`config.mk`:
```
export PLATFORM = sky130hd
export DESIGN_NAME = ardma_front
export DESIGN_NICKNAME = d
export VERILOG_FILES = /design/src/hdl/ardma_pkg.sv /design/src/hdl/ardma_front.sv
export SDC_FILE = /design/constraint.sdc
export NUM_CORES = 1
export LEC_CHECK = 0
export ABC_AREA = 1
export BUFFER_PORTS_ARGS = -buffer_cell sky130_fd_sc_hd__clkbuf_2
export CORE_ASPECT_RATIO = 0.8
export CORE_UTILIZATION = 25
export CTS_CLUSTER_DIAMETER = 40
export CTS_CLUSTER_SIZE = 40
export DETAILED_ROUTE_END_ITERATION = 10
export MAX_ROUTING_LAYER = met4
export PLACE_DENSITY = 0.48
export SKIP_LAST_GASP = 1
export SLEW_MARGIN = 15
export SYNTH_ARGS = -nofsm -noshare
export SYNTH_HDL_FRONTEND = slang
export SYNTH_SLANG_ARGS = --single-unit
```
`constraint.sdc`:
```
create_clock -name clk_i -period 5.2 [get_ports clk_i]
set_input_delay 1.04 -clock clk_i [delete_from_list [all_inputs] [get_ports clk_i]]
set_output_delay 1.04 -clock clk_i [all_outputs]
set_load 0.005 [all_outputs]
```
`src/hdl/ardma_pkg.sv`:
```
// ardma_pkg: shared types, constants and decode helpers for the audio RAM DMA engine.
// No dependencies; ardma_front, ardma_back and audio_ram_dma_engine import it.

package ardma_pkg;

  // Audio RAM size in bytes; must be a power of two (slot index wraps by masking).
  localparam int unsigned RAM_BYTES = 65536;
  localparam int unsigned RAM_AW    = $clog2(RAM_BYTES);

  // Command queue between the front and the back end.
  localparam int unsigned QUEUE_DEPTH = 2;
  localparam int unsigned QUEUE_AW    = $clog2(QUEUE_DEPTH);

  // Register half masks.
  localparam logic [15:0] HI_MASK = 16'h03FF;
  localparam logic [15:0] LO_MASK = 16'hFFE0;
  localparam logic [15:0] DIR_BIT = 16'h8000;

  localparam int unsigned AW26 = 26;
  localparam int unsigned AW27 = 27;

  typedef enum logic [1:0] {
    CMD_NOP   = 2'd0,  // zero-length start or nothing to do
    CMD_START = 2'd1,  // start with nonzero length
    CMD_ADV   = 2'd2   // advance one byte
  } cmd_e;

  typedef enum logic [1:0] {
    KIND_NONE  = 2'd0,
    KIND_READ  = 2'd1,
    KIND_WRITE = 2'd2
  } kind_e;

  // One decoded item as it sits in the queue.
  typedef struct packed {
    cmd_e             cmd;
    logic             to_main;
    logic [AW26-1:0]  main_base;
    logic [AW26-1:0]  ram_base;
    logic [AW26-1:0]  length;
    logic [7:0]       data;
  } cmd_t;

  // Queue to back end handshake.
  typedef struct packed {
    logic valid;
    cmd_t entry;
  } queue_out_t;

  function automatic logic [AW26-1:0] join_halves(input logic [15:0] hi, input logic [15:0] lo);
    logic [15:0] h;
    logic [15:0] l;
    h = hi & HI_MASK;
    l = lo & LO_MASK;
    return {h[9:0], l};
  endfunction

endpackage

```
`src/hdl/ardma_front.sv`:
```
// ardma_front: accepts input items, decodes register halves and classifies the
// command, then holds it in a short queue for the back end. Uses ardma_pkg.

module ardma_front import ardma_pkg::*; (
  input  logic        clk_i,
  input  logic        rst_ni,
  input  logic        in_valid_i,
  output logic        in_stall_o,
  input  logic        op_i,
  input  logic [15:0] mm_hi_i,
  input  logic [15:0] mm_lo_i,
  input  logic [15:0] ar_hi_i,
  input  logic [15:0] ar_lo_i,
  input  logic [15:0] len_hi_i,
  input  logic [15:0] len_lo_i,
  input  logic [7:0]  main_data_i,
  output queue_out_t  queue_o,
  input  logic        pop_i
);

  cmd_t              entry_q [QUEUE_DEPTH];
  logic [QUEUE_AW-1:0] wr_ptr_q, wr_ptr_d;
  logic [QUEUE_AW-1:0] rd_ptr_q, rd_ptr_d;
  logic [QUEUE_AW:0]   cnt_q, cnt_d;
  logic              full;
  logic              push;
  cmd_t              dec;
  logic [AW26-1:0]   dec_len;

  // decode
  always_comb begin
    dec_len       = join_halves(len_hi_i, len_lo_i);
    dec.main_base = join_halves(mm_hi_i, mm_lo_i);
    dec.ram_base  = join_halves(ar_hi_i, ar_lo_i);
    dec.length    = dec_len;
    dec.to_main   = (len_hi_i & DIR_BIT) != '0;
    dec.data      = main_data_i;
    if (op_i) begin
      dec.cmd = CMD_ADV;
    end else if (dec_len != '0) begin
      dec.cmd = CMD_START;
    end else begin
      dec.cmd = CMD_NOP;
    end
  end

  assign full       = cnt_q == (QUEUE_AW+1)'(QUEUE_DEPTH);
  assign in_stall_o = full;
  assign push       = in_valid_i && !full;

  always_comb begin
    wr_ptr_d = wr_ptr_q;
    rd_ptr_d = rd_ptr_q;
    cnt_d    = cnt_q;
    if (push) begin
      wr_ptr_d = (wr_ptr_q == QUEUE_AW'(QUEUE_DEPTH - 1)) ? '0 : wr_ptr_q + 1'b1;
    end
    if (pop_i) begin
      rd_ptr_d = (rd_ptr_q == QUEUE_AW'(QUEUE_DEPTH - 1)) ? '0 : rd_ptr_q + 1'b1;
    end
    if (push && !pop_i) begin
      cnt_d = cnt_q + 1'b1;
    end else if (pop_i && !push) begin
      cnt_d = cnt_q - 1'b1;
    end
  end

  always_ff @(posedge clk_i or negedge rst_ni) begin
    if (!rst_ni) begin
      wr_ptr_q <= '0;
      rd_ptr_q <= '0;
      cnt_q    <= '0;
    end else begin
      wr_ptr_q <= wr_ptr_d;
      rd_ptr_q <= rd_ptr_d;
      cnt_q    <= cnt_d;
    end
  end

  always_ff @(posedge clk_i) begin
    if (push) begin
      entry_q[wr_ptr_q] <= dec;
    end
  end

  assign queue_o.valid = cnt_q != '0;
  assign queue_o.entry = entry_q[rd_ptr_q];

endmodule

```
==> summary.txt, run 1 <==
Worst setup path
  • Top delay family on crit path: flip-flops
  • CP Class: reg -> out
  • Bufs and invs on worst path: 2
  • CP endpoint kind: output pin
  • Cells along the critical path: buf_4 > mux2_2 > clkbuf_2
  • Worst path max stage delay: 1100 ps
  • CP Launch Type: register
  • Critical Path AT: 2480 ps
  • Critical-path top delay cell: dfrtp_4
  • CP required: 4160 ps
  • Critical-path maximum fanout: 58

Global route
  • Initial antenna violation count: 0
  • Global-route wire length before repair: 17,050 um
  • Largest net degree at the start of global routing: 76
  • GRT Overall Usage: 9.624%
  • Global route overflow: 0
  • Number of global-route vias before repair: 3,249

Clocking
  • Htree depth: 4
  • Max Root-Sink Buffers: 2
  • Resize count post-CTS: 0
  • Cts-stage hold buffer count: 0
  • Clock Sinks: 152
  • Root Buffer: clkbuf_16
  • Post-CTS Setup Bufs: 0
  • Clock-pin slew on the worst setup and hold paths: 60 ps
  • CTS tree: done
  • Skew-Pair Late Insertion Delay: 410 ps
  • CTS Buf Count: 17

Pwr
  • Clock Power Share: 29.8%
  • Psw: 1.143 mW
  • Leakage: 3.033 nW
  • Peak VDD IR: 251.7 uV
  • Total power: 4.195 mW
  • Sequential Power Share: 44.1%
  • Power Density: 549.2 mW/mm^2
  • Int Power: 3.052 mW
  • Sw frac: 27.25%
  • Part of the power in combinational logic: 26.1%

Drt
  • Initial DRC count: 133
  • Avg WL per Cell: 14.04 um
  • Final ANT Viol Nets: 0
  • Via/cell ratio: 3.832
  • Routed via count: 3,004
  • Drt drc: 0
  • DRT Wirelength: 11,010 um
  • Number of iterations in the first detailed-routing pass: 4

STA
  • Setup tns final: 0 ps
  • Period Utilization, post-route: 67.74%
  • Crit path time final: 3522 ps
  • Layout Skew: 5.557 ps
  • Worst slew pin tran: 1077 ps
  • Worst slew margin: 28.22%
  • Final setup violation count: 0
  • RSZ-0062 raised after global routing: false
  • Final hold violations: 0
  • Fin. max-slew vios: 0
  • F_max: 283.9 MHz

Logic synthesis
  • Mapped Area: 0.005949 mm^2
  • Post-Synth Simple-Gate Area: 1.956%
  • Syn avg cell area: 20.31 um^2
  • Seq cells post-synth: 152
  • Compound-Gate Fraction of Synth Area: 0.08412%
  • Post-synth top area share: 74.70%
  • Mux cell area share after synthesis: 17.16%
  • Unique masters post-synth: 17
  • Xor/xnor share of the synthesized area: 0.4416%
  • Sequential fraction of the synthesis area: 76.38%
  • Post-Syn Instances: 293
  • Post-synth top area cell: edfxtp_1
  • Largest family of logic cells by synthesized area: multiplexers
  • Adder-Cell Fraction of Synth Area: 0.2103%
  • Warnings, synthesis: 0
  • Synth top area cells: edfxtp_1 75%, mux2_4 13%, mux2_2 4.5%, buf_4 1.9%, dfrtp_1 1.7%

Run
  • Max-Cap Viols: 0

Die
  • Core Rows: 50
  • Core ar.: 0.02340 mm^2
  • # IOs: 200
  • Die area: 0.02442 mm^2
  • Starting Density: 25.43%
  • DIE WIDTH: 174.5 um
  • Die H: 140.0 um

Finish
  • NumNets Final: 569
  • Fillers: 2,311
  • Diodes inserted: 0
  • Layout cells sized above 1: 55.72%
  • Synth-to-layout area growth: 28.39%

Place
  • Global placer's final weighted congestion: 0.6873
  • DP Wirelength: 7175 um
  • I/O Buffers: 152

Status
  • Status: finished, final reports clean

Min path
  • Worst hold-check path type: in -> async
flip-flops by register name, summed over array words and instances (netlist names):
signal	cells
entry_q	148
rd_ptr_q	1
cnt_q	2
wr_ptr_q	1
cells in the mapped netlist:
library cell  number
edfxtp_1         148
mux2_4            50
mux2_2            24
nor2_1            19
buf_4             15
nand2_1            9
inv_1              8
buf_6              6
dfrtp_1            4
buf_2              2
xor2_1             2
conb_1             1
ha_1               1
nand3_1            1
o21ai_0            1
or2_2              1
xnor2_1            1
layout make-up:
class | instances | area, um^2 | area share [%]
clock inverters | 14 | 172.7 | 2.260
inverters | 8 | 30.03 | 0.3931
flip-flops and latches | 152 | 4548 | 59.54
well taps | 312 | 390.4 | 5.111
multi-input cells | 124 | 1252 | 16.40
repair buffers | 156 | 815.8 | 10.68
clock buffers | 18 | 429.2 | 5.618
kinds of logic (layout without fill, tap and decap cells):
group | Yosys count | count (layout)
DFF | 152 | 152
muxes | 74 | 74
buffers and inverters | 31 | 196
and+or+nand+nor | 30 | 30
xor gates and xnor gates | 3 | 3
adders and majority gates | 1 | 1
AOI/OAI and AO/OA | 1 | 1
other | 1 | 15
cells in the final DEF (no fill, tap or decap):
master / instances
or2_2: 1
clkbuf_16: 17
edfxtp_1: 148
nand2_1: 9
bufinv_16: 3
clkinv_2: 1
nor2_4: 2
mux2_4: 50
dfrtp_4: 1
o21ai_0: 1
inv_6: 2
clkbuf_1: 1
nor2_1: 17
ha_1: 1
dfrtp_1: 3
inv_1: 8
inv_8: 1
xnor2_1: 1
clkinv_1: 2
clkinv_4: 3
buf_4: 2
conb_1: 15
clkbuf_2: 152
mux2_2: 24
xor2_1: 2
clkinvlp_4: 2
buf_12: 2
nand3_1: 1
final timing paths:
| check | from | end | slack [ps] | cells past startpoint |
|---|---|---|---|---|
| min in group clk_i | cnt_q[0] | cnt_q[0] | 560 | 1 |
| max in group asynchronous | rst_ni | rd_ptr_q | 4630 | 1 |
| max reg2reg | cnt_q[1] | entry_q[1][22] | 3100 | 4 |
| min reg2reg | cnt_q[0] | cnt_q[0] | 560 | 1 |
| max | rd_ptr_q | queue_o[3] | 1680 | 3 |
| min | rst_ni | wr_ptr_q | 430 | 1 |
through the flow:
step | instance area, um^2 | std cells | utilization [%] | hold WS (ps) | worst slack, ps
6_report | 7639 | 784 | 32.65 | 428.1 | 1678
5_1_grt | 7639 | 784 | 32.65 | 402.7 | 1485
4_1_cts | 7619 | 783 | 32.56 | 400.5 | 1547
3_5_place_dp | 7017 | 751 | 29.99 | 554.5 | 2005
3_3_place_gp | 7017 | 751 | 29.99 | 504.2 | 2060
2_1_floorplan | 6002 | 307 | - | 482.2 | 399.8
routing by layer:
layer,GRT usage (%),wire (um),up-vias
li1,-,-,1408
met1,10.81,4709,1478
met2,15.47,5461,109
met3,3.583,721,9
met4,3.878,119,0
met5,-,0,-
power groups by stage:
stage                     Sequential [mW]  Clock [mW]  Combinational (mW)
after floorplan                      1.77           0               0.795
after global placement               1.87           0                1.09
after detailed placement             1.89           0                1.11
after CTS                            1.86        1.30                1.11
after global routing                 1.89        1.34                1.19
final                                1.85        1.25                1.09
No activity file was read; power rests on OpenSTA's default activity.
==> inputs of run 2 (changes only) <==
--- a/config.mk
+++ b/config.mk
@@ -13,7 +13,7 @@
 export CTS_CLUSTER_SIZE = 40
 export DETAILED_ROUTE_END_ITERATION = 10
 export MAX_ROUTING_LAYER = met4
-export PLACE_DENSITY = 0.48
+export PLACE_DENSITY = 0.5
 export SKIP_LAST_GASP = 1
 export SLEW_MARGIN = 15
 export SYNTH_ARGS = -nofsm -noshare
==> constraint.sdc (replaced) <==
create_clock -name clk_i -period 3.02 [get_ports clk_i]
set_input_delay 0.604 -clock clk_i [delete_from_list [all_inputs] [get_ports clk_i]]
set_output_delay 0.604 -clock clk_i [all_outputs]
set_load 0.005 [all_outputs]
==> run 2 against run 1 <==
Effect of this change:
- worst hold slack worse by 60 ps
- combinational power increased by 84%
- register-to-register slack lost 2000 ps
- via count grew 0.73%
- final area grew 1.4%
- sequential share of layout area decreased by 0.85 points
- sequential power up 69%
- global-route usage up 0.23 points
==> summary.txt, run 2 (synthesized netlist as in run 1, its figures left out) <==
Finish
  • Synth-to-layout area growth: 30.24%
  • NumNets Final: 572
  • Diodes inserted: 0
  • Commonest non-fill, non-tap cell in the layout: clkbuf_2
  • Layout cells sized above 1: 56.21%
  • Max FFs per register: 148
  • Layout Utilization: 33.12%
  • Commonest cells after routing, fill and taps aside: 152 x clkbuf_2, 148 x edfxtp_1, 50 x mux2_4
  • Most flops, register: entry_q
  • Top Registers: entry_q x148, cnt_q x2

Status
  • Status: finished, final reports clean

Worst setup path
  • Critical Path AT: 2090 ps
  • CP endpoint kind: output pin
  • Critical-path maximum fanout: 40
  • Worst r2r src: cnt_q[0]
  • R2R depth: 6
  • R2R setup slack: 1090 ps
  • CP Launch Type: register
  • CP required: 2420 ps
  • Reg-to-Reg End: cnt_q[1]
  • CP Class: reg -> out

Drt
  • Final ANT Viol Nets: 0
  • Routed via count: 3,026
  • Via/cell ratio: 3.845
  • Initial DRC count: 123
  • DRT Wirelength: 11,370 um
  • Avg WL per Cell: 14.45 um
  • Drt drc: 0
  • Number of iterations in the first detailed-routing pass: 4

Global route
  • Largest net degree at the start of global routing: 51
  • GRT Overall Usage: 9.850%
  • Global-route wire length before repair: 17,290 um
  • Global route overflow: 0
  • Number of global-route vias before repair: 3,253
  • Initial antenna violation count: 0

STA
  • RSZ-0062 raised after global routing: false
  • Worst hold slack: 368.2 ps
  • Final hold violations: 0
  • Layout Skew: 11.26 ps
  • Worst slew pin tran: 712.7 ps
  • Fin. max-slew vios: 0
  • F_max: 371.2 MHz
  • Worst slew margin: 51.98%
  • Setup tns final: 0 ps
  • Final setup violation count: 0
  • Period Utilization, post-route: 89.21%
  • Setup ws final: 325.8 ps
  • Crit path time final: 2694 ps

Run
  • Max-Cap Viols: 0

Clocking
  • Clock-pin slew on the worst setup and hold paths: 60 ps
  • Skew-Pair Late Insertion Delay: 420 ps
  • CTS tree: done
  • Max Root-Sink Buffers: 2
  • CTS Buf Count: 17
  • Root Buffer: clkbuf_16
  • Clock Sinks: 152
  • Cts-stage hold buffer count: 1
  • Post-CTS Setup Bufs: 0
  • Resize count post-CTS: 0
  • Htree depth: 4

Place
  • I/O Buffers: 152
  • DP Wirelength: 7415 um
  • Setup WS pre-CTS: 727.8 ps
  • Global placer's final weighted congestion: 0.7012

Die
  • Core ar.: 0.02340 mm^2
  • DIE WIDTH: 174.5 um
  • Die H: 140.0 um
  • Die area: 0.02442 mm^2
  • Starting Density: 25.43%
  • # IOs: 200
  • Core Rows: 50

Pwr
  • Peak VDD IR: 367.0 uV
  • Power Density: 962.6 mW/mm^2
  • Leakage: 3.081 nW
  • Total power: 7.459 mW

Min path
  • Worst Hold End: entry_q[0][7]
  • Worst hold-check path type: in -> reg
  • HP Start: main_data_i[7]
  • Worst Hold Path Cells: 1
-- run 2: how the worst max path moves through the flow --
stage,start,to
4_1_cts,rd_ptr_q,queue_o[3]
5_1_grt,rd_ptr_q,queue_o[3]
2_1_floorplan,in_valid_i,entry_q[1][0]
3_3_place_gp,rd_ptr_q,queue_o[3]
6_report,rd_ptr_q,queue_o[3]
3_5_place_dp,rd_ptr_q,queue_o[3]
-- run 2: power breakdown --
| group | internal [mW] | leakage, nW | total, mW | switching [mW] |
|---|---|---|---|---|
| registers | 2.87 | 1.42 | 3.12 | 0.243 |
| clock network | 1.47 | 0.309 | 2.33 | 0.861 |
| logic | 1.11 | 1.35 | 2.01 | 0.896 |
| total | 5.46 | 3.08 | 7.46 | 2.00 |
-- run 2: area by class of cell --
cell class	count	area (um^2)
clock buffer	17	425.4
clock inverter	15	224.0
multi-input combinational	124	1252
timing repair buffer	159	878.3
tap	312	390.4
fill	2291	15650
sequential	152	4548
inverter	8	30.03
-- run 2: worst max-delay path, stage by stage, from the launching register on --
cell	delay [ps]
dfrtp_4	890
buf_12	280
mux2_2	350
clkbuf_2	110
-- run 2: stage by stage --
step	instance area, um^2	instances
floorplan	6007	307
global placement	7089	754
detailed placement	7089	754
CTS	7749	787
global route	7749	787
finish	7749	787
-- run 2: metal layers --
metal	wire length (um)	GRT usage [%]	vias up
li1	-	-	1412
met2	5689	16.36	104
met3	698	3.583	15
met1	4839	10.72	1495
met4	146	3.878	0
met5	0	-	-
==> inputs of run 3 (changes only) <==
--- a/config.mk
+++ b/config.mk
@@ -6,14 +6,15 @@
 export NUM_CORES = 1
 export LEC_CHECK = 0
 export ABC_AREA = 1
-export BUFFER_PORTS_ARGS = -buffer_cell sky130_fd_sc_hd__clkbuf_2
 export CORE_ASPECT_RATIO = 0.8
 export CORE_UTILIZATION = 25
 export CTS_CLUSTER_DIAMETER = 40
 export CTS_CLUSTER_SIZE = 40
 export DETAILED_ROUTE_END_ITERATION = 10
+export DONT_BUFFER_PORTS = 1
 export MAX_ROUTING_LAYER = met4
-export PLACE_DENSITY = 0.5
+export PLACE_DENSITY = 0.43
+export SETUP_SLACK_MARGIN = 0.5
 export SKIP_LAST_GASP = 1
 export SLEW_MARGIN = 15
 export SYNTH_ARGS = -nofsm -noshare
==> run 3 against run 2 <==
Effect of this change:
- first-iteration DRC count rose by 5.7%
- register-to-register slack got worse by 30 ps
- combinational power is 18% lower
- highest routed layer unchanged
- die area unchanged
- core utilization is 3.7 points lower
- worst hold slack got worse by 95 ps
==> summary.txt, run 3 (synthesized netlist as in run 1, its figures left out) <==
Drt
  • DRT Wirelength: 11,110 um
  • Avg WL per Cell: 17.47 um
  • Initial DRC count: 130
  • Routed via count: 2,492
  • Via/cell ratio: 3.918
  • Number of iterations in the first detailed-routing pass: 4
  • Final ANT Viol Nets: 0
  • Drt drc: 0

Status
  • Status: finished, final reports clean

STA
  • Final setup violation count: 0
  • Setup ws final: 627.4 ps
  • Worst slew pin tran: 715.9 ps
  • Fin. max-slew vios: 0
  • Final hold violations: 0
  • Worst slew margin: 51.77%
  • Period Utilization, post-route: 79.23%
  • F_max: 417.9 MHz
  • Crit path time final: 2393 ps
  • RSZ-0062 raised after global routing: false
  • Layout Skew: 6.705 ps
  • Setup tns final: 0 ps

Finish
  • Fillers: 2,326
  • Cell Count, Final, Fillers Out: 636
  • Top Registers: entry_q x148, cnt_q x2
  • Max FFs per register: 148
  • Commonest cells after routing, fill and taps aside: 148 x edfxtp_1, 50 x mux2_4, 24 x mux2_2
  • Multi-input logic area: 0.001252 mm^2
  • FF/Latch Area: 0.004548 mm^2
  • Most flops, register: entry_q
  • Commonest non-fill, non-tap cell in the layout: edfxtp_1
  • NumNets Final: 421
  • Diodes inserted: 0
  • Layout cells sized above 1: 35.49%
  • Finished Cell Area: 0.006873 mm^2
  • Synth-to-layout area growth: 15.52%
  • Layout Utilization: 29.37%

Place
  • I/O Buffers: 0
  • Area post-placement: 0.006279 mm^2
  • Placed cells: 602
  • Setup WS pre-CTS: 872.8 ps
  • DP Wirelength: 7132 um
  • Global placer's final weighted congestion: 0.6725

Die
  • Die area: 0.02442 mm^2
  • DIE WIDTH: 174.5 um
  • Starting Density: 25.43%
  • Core Rows: 50
  • Core ar.: 0.02340 mm^2
  • # IOs: 200
  • Die H: 140.0 um

Pwr
  • Power Density: 982.9 mW/mm^2
  • Leakage: 2.416 nW
  • Peak VDD IR: 297.6 uV

Worst setup path
  • Critical-path top delay cell: dfrtp_4
  • Critical-path maximum fanout: 17
  • Critical Path AT: 1790 ps
  • CP Launch Type: register
  • CP required: 2420 ps
  • Cells along the critical path: buf_4 > mux2_2
  • Worst path max stage delay: 580 ps
  • CP Class: reg -> out
  • Crit path launch: rd_ptr_q
  • Worst r2r src: cnt_q[0]
  • CP endpoint kind: output pin

Global route
  • Initial antenna violation count: 0
  • GRT Overall Usage: 9.740%
  • Global-route wire length before repair: 16,460 um
  • Global route overflow: 0
  • Largest net degree at the start of global routing: 44
  • Number of global-route vias before repair: 2,634

Run
  • Max-Cap Viols: 0

Clocking
  • CTS Buf Count: 17
  • Skew-Pair Late Insertion Delay: 410 ps
  • Clock Sinks: 152
  • Htree depth: 4
  • Max Root-Sink Buffers: 2
  • CTS tree: done
  • Clock-pin slew on the worst setup and hold paths: 60 ps
  • Root Buffer: clkbuf_16

Min path
  • Worst hold-check path type: in -> reg
  • HP Start: pop_i
==> run 3: cell types whose count changed in the layout (fill, tap and decap cells not counted), sizes merged <==
cell and change:
clkbuf -152, bufinv -3, clkinv +3, clkinvlp -2, inv +2, buf +1
==> run 3: worst paths after layout <==
check	end	slack (ps)	depth (start not counted)
worst max-delay path	queue_o[15]	630	2
worst min-delay path	rd_ptr_q	270	1
worst max register to register	cnt_q[1]	1060	6
worst min register to register	cnt_q[0]	520	1
max in group asynchronous	rd_ptr_q	2360	1
min in group asynchronous	rd_ptr_q	470	1
==> run 3: final cells by class <==
cell class                      instances  share of cell area, %
Timing Repair Buffer                    8                  1.147
Clock buffer                           17                  6.190
Clock inverter                         15                  2.148
Sequential cell                       152                  66.18
Inverter                                8                 0.4369
Tap cell                              312                  5.680
Multi-Input combinational cell        124                  18.22
==> run 3: what timing repair did <==
action                                 in CTS  in global routing
endpoints found under the hold margin       4                  0
setup endpoints to repair                  22                  0
resized for setup                           0                  0
hold buffers                                1                  0
setup buffers                               1                  0
==> run 3: layer usage <==
metal	GRT usage, %	up-vias	routed length, um
li1	-	1112	-
met1	10.77	1263	4494
met2	14.38	104	5215
met3	5.402	13	1232
met4	4.155	0	169
met5	-	-	0
==> run 3: critical path: cells and delay by family (launching register included) <==
family | cells | cell delay, ps
buffers and inverters | 1 | 370
DFF | 1 | 580
muxes | 1 | 420
==> run 3: through the flow <==
step,total power [mW],hold slack (ps)
2_1_floorplan,4.402,308.4
3_3_place_gp,4.725,308.6
3_5_place_dp,4.760,308.6
4_1_cts,6.911,237.8
5_1_grt,7.108,231.1
6_report,6.755,273.1
==> run 3: report_power, final <==
group,internal (mW),total [mW],switching (mW)
clock,1.22,2.08,0.864
combinational,0.765,1.64,0.875
sequential,2.88,3.03,0.149
total,4.87,6.76,1.89
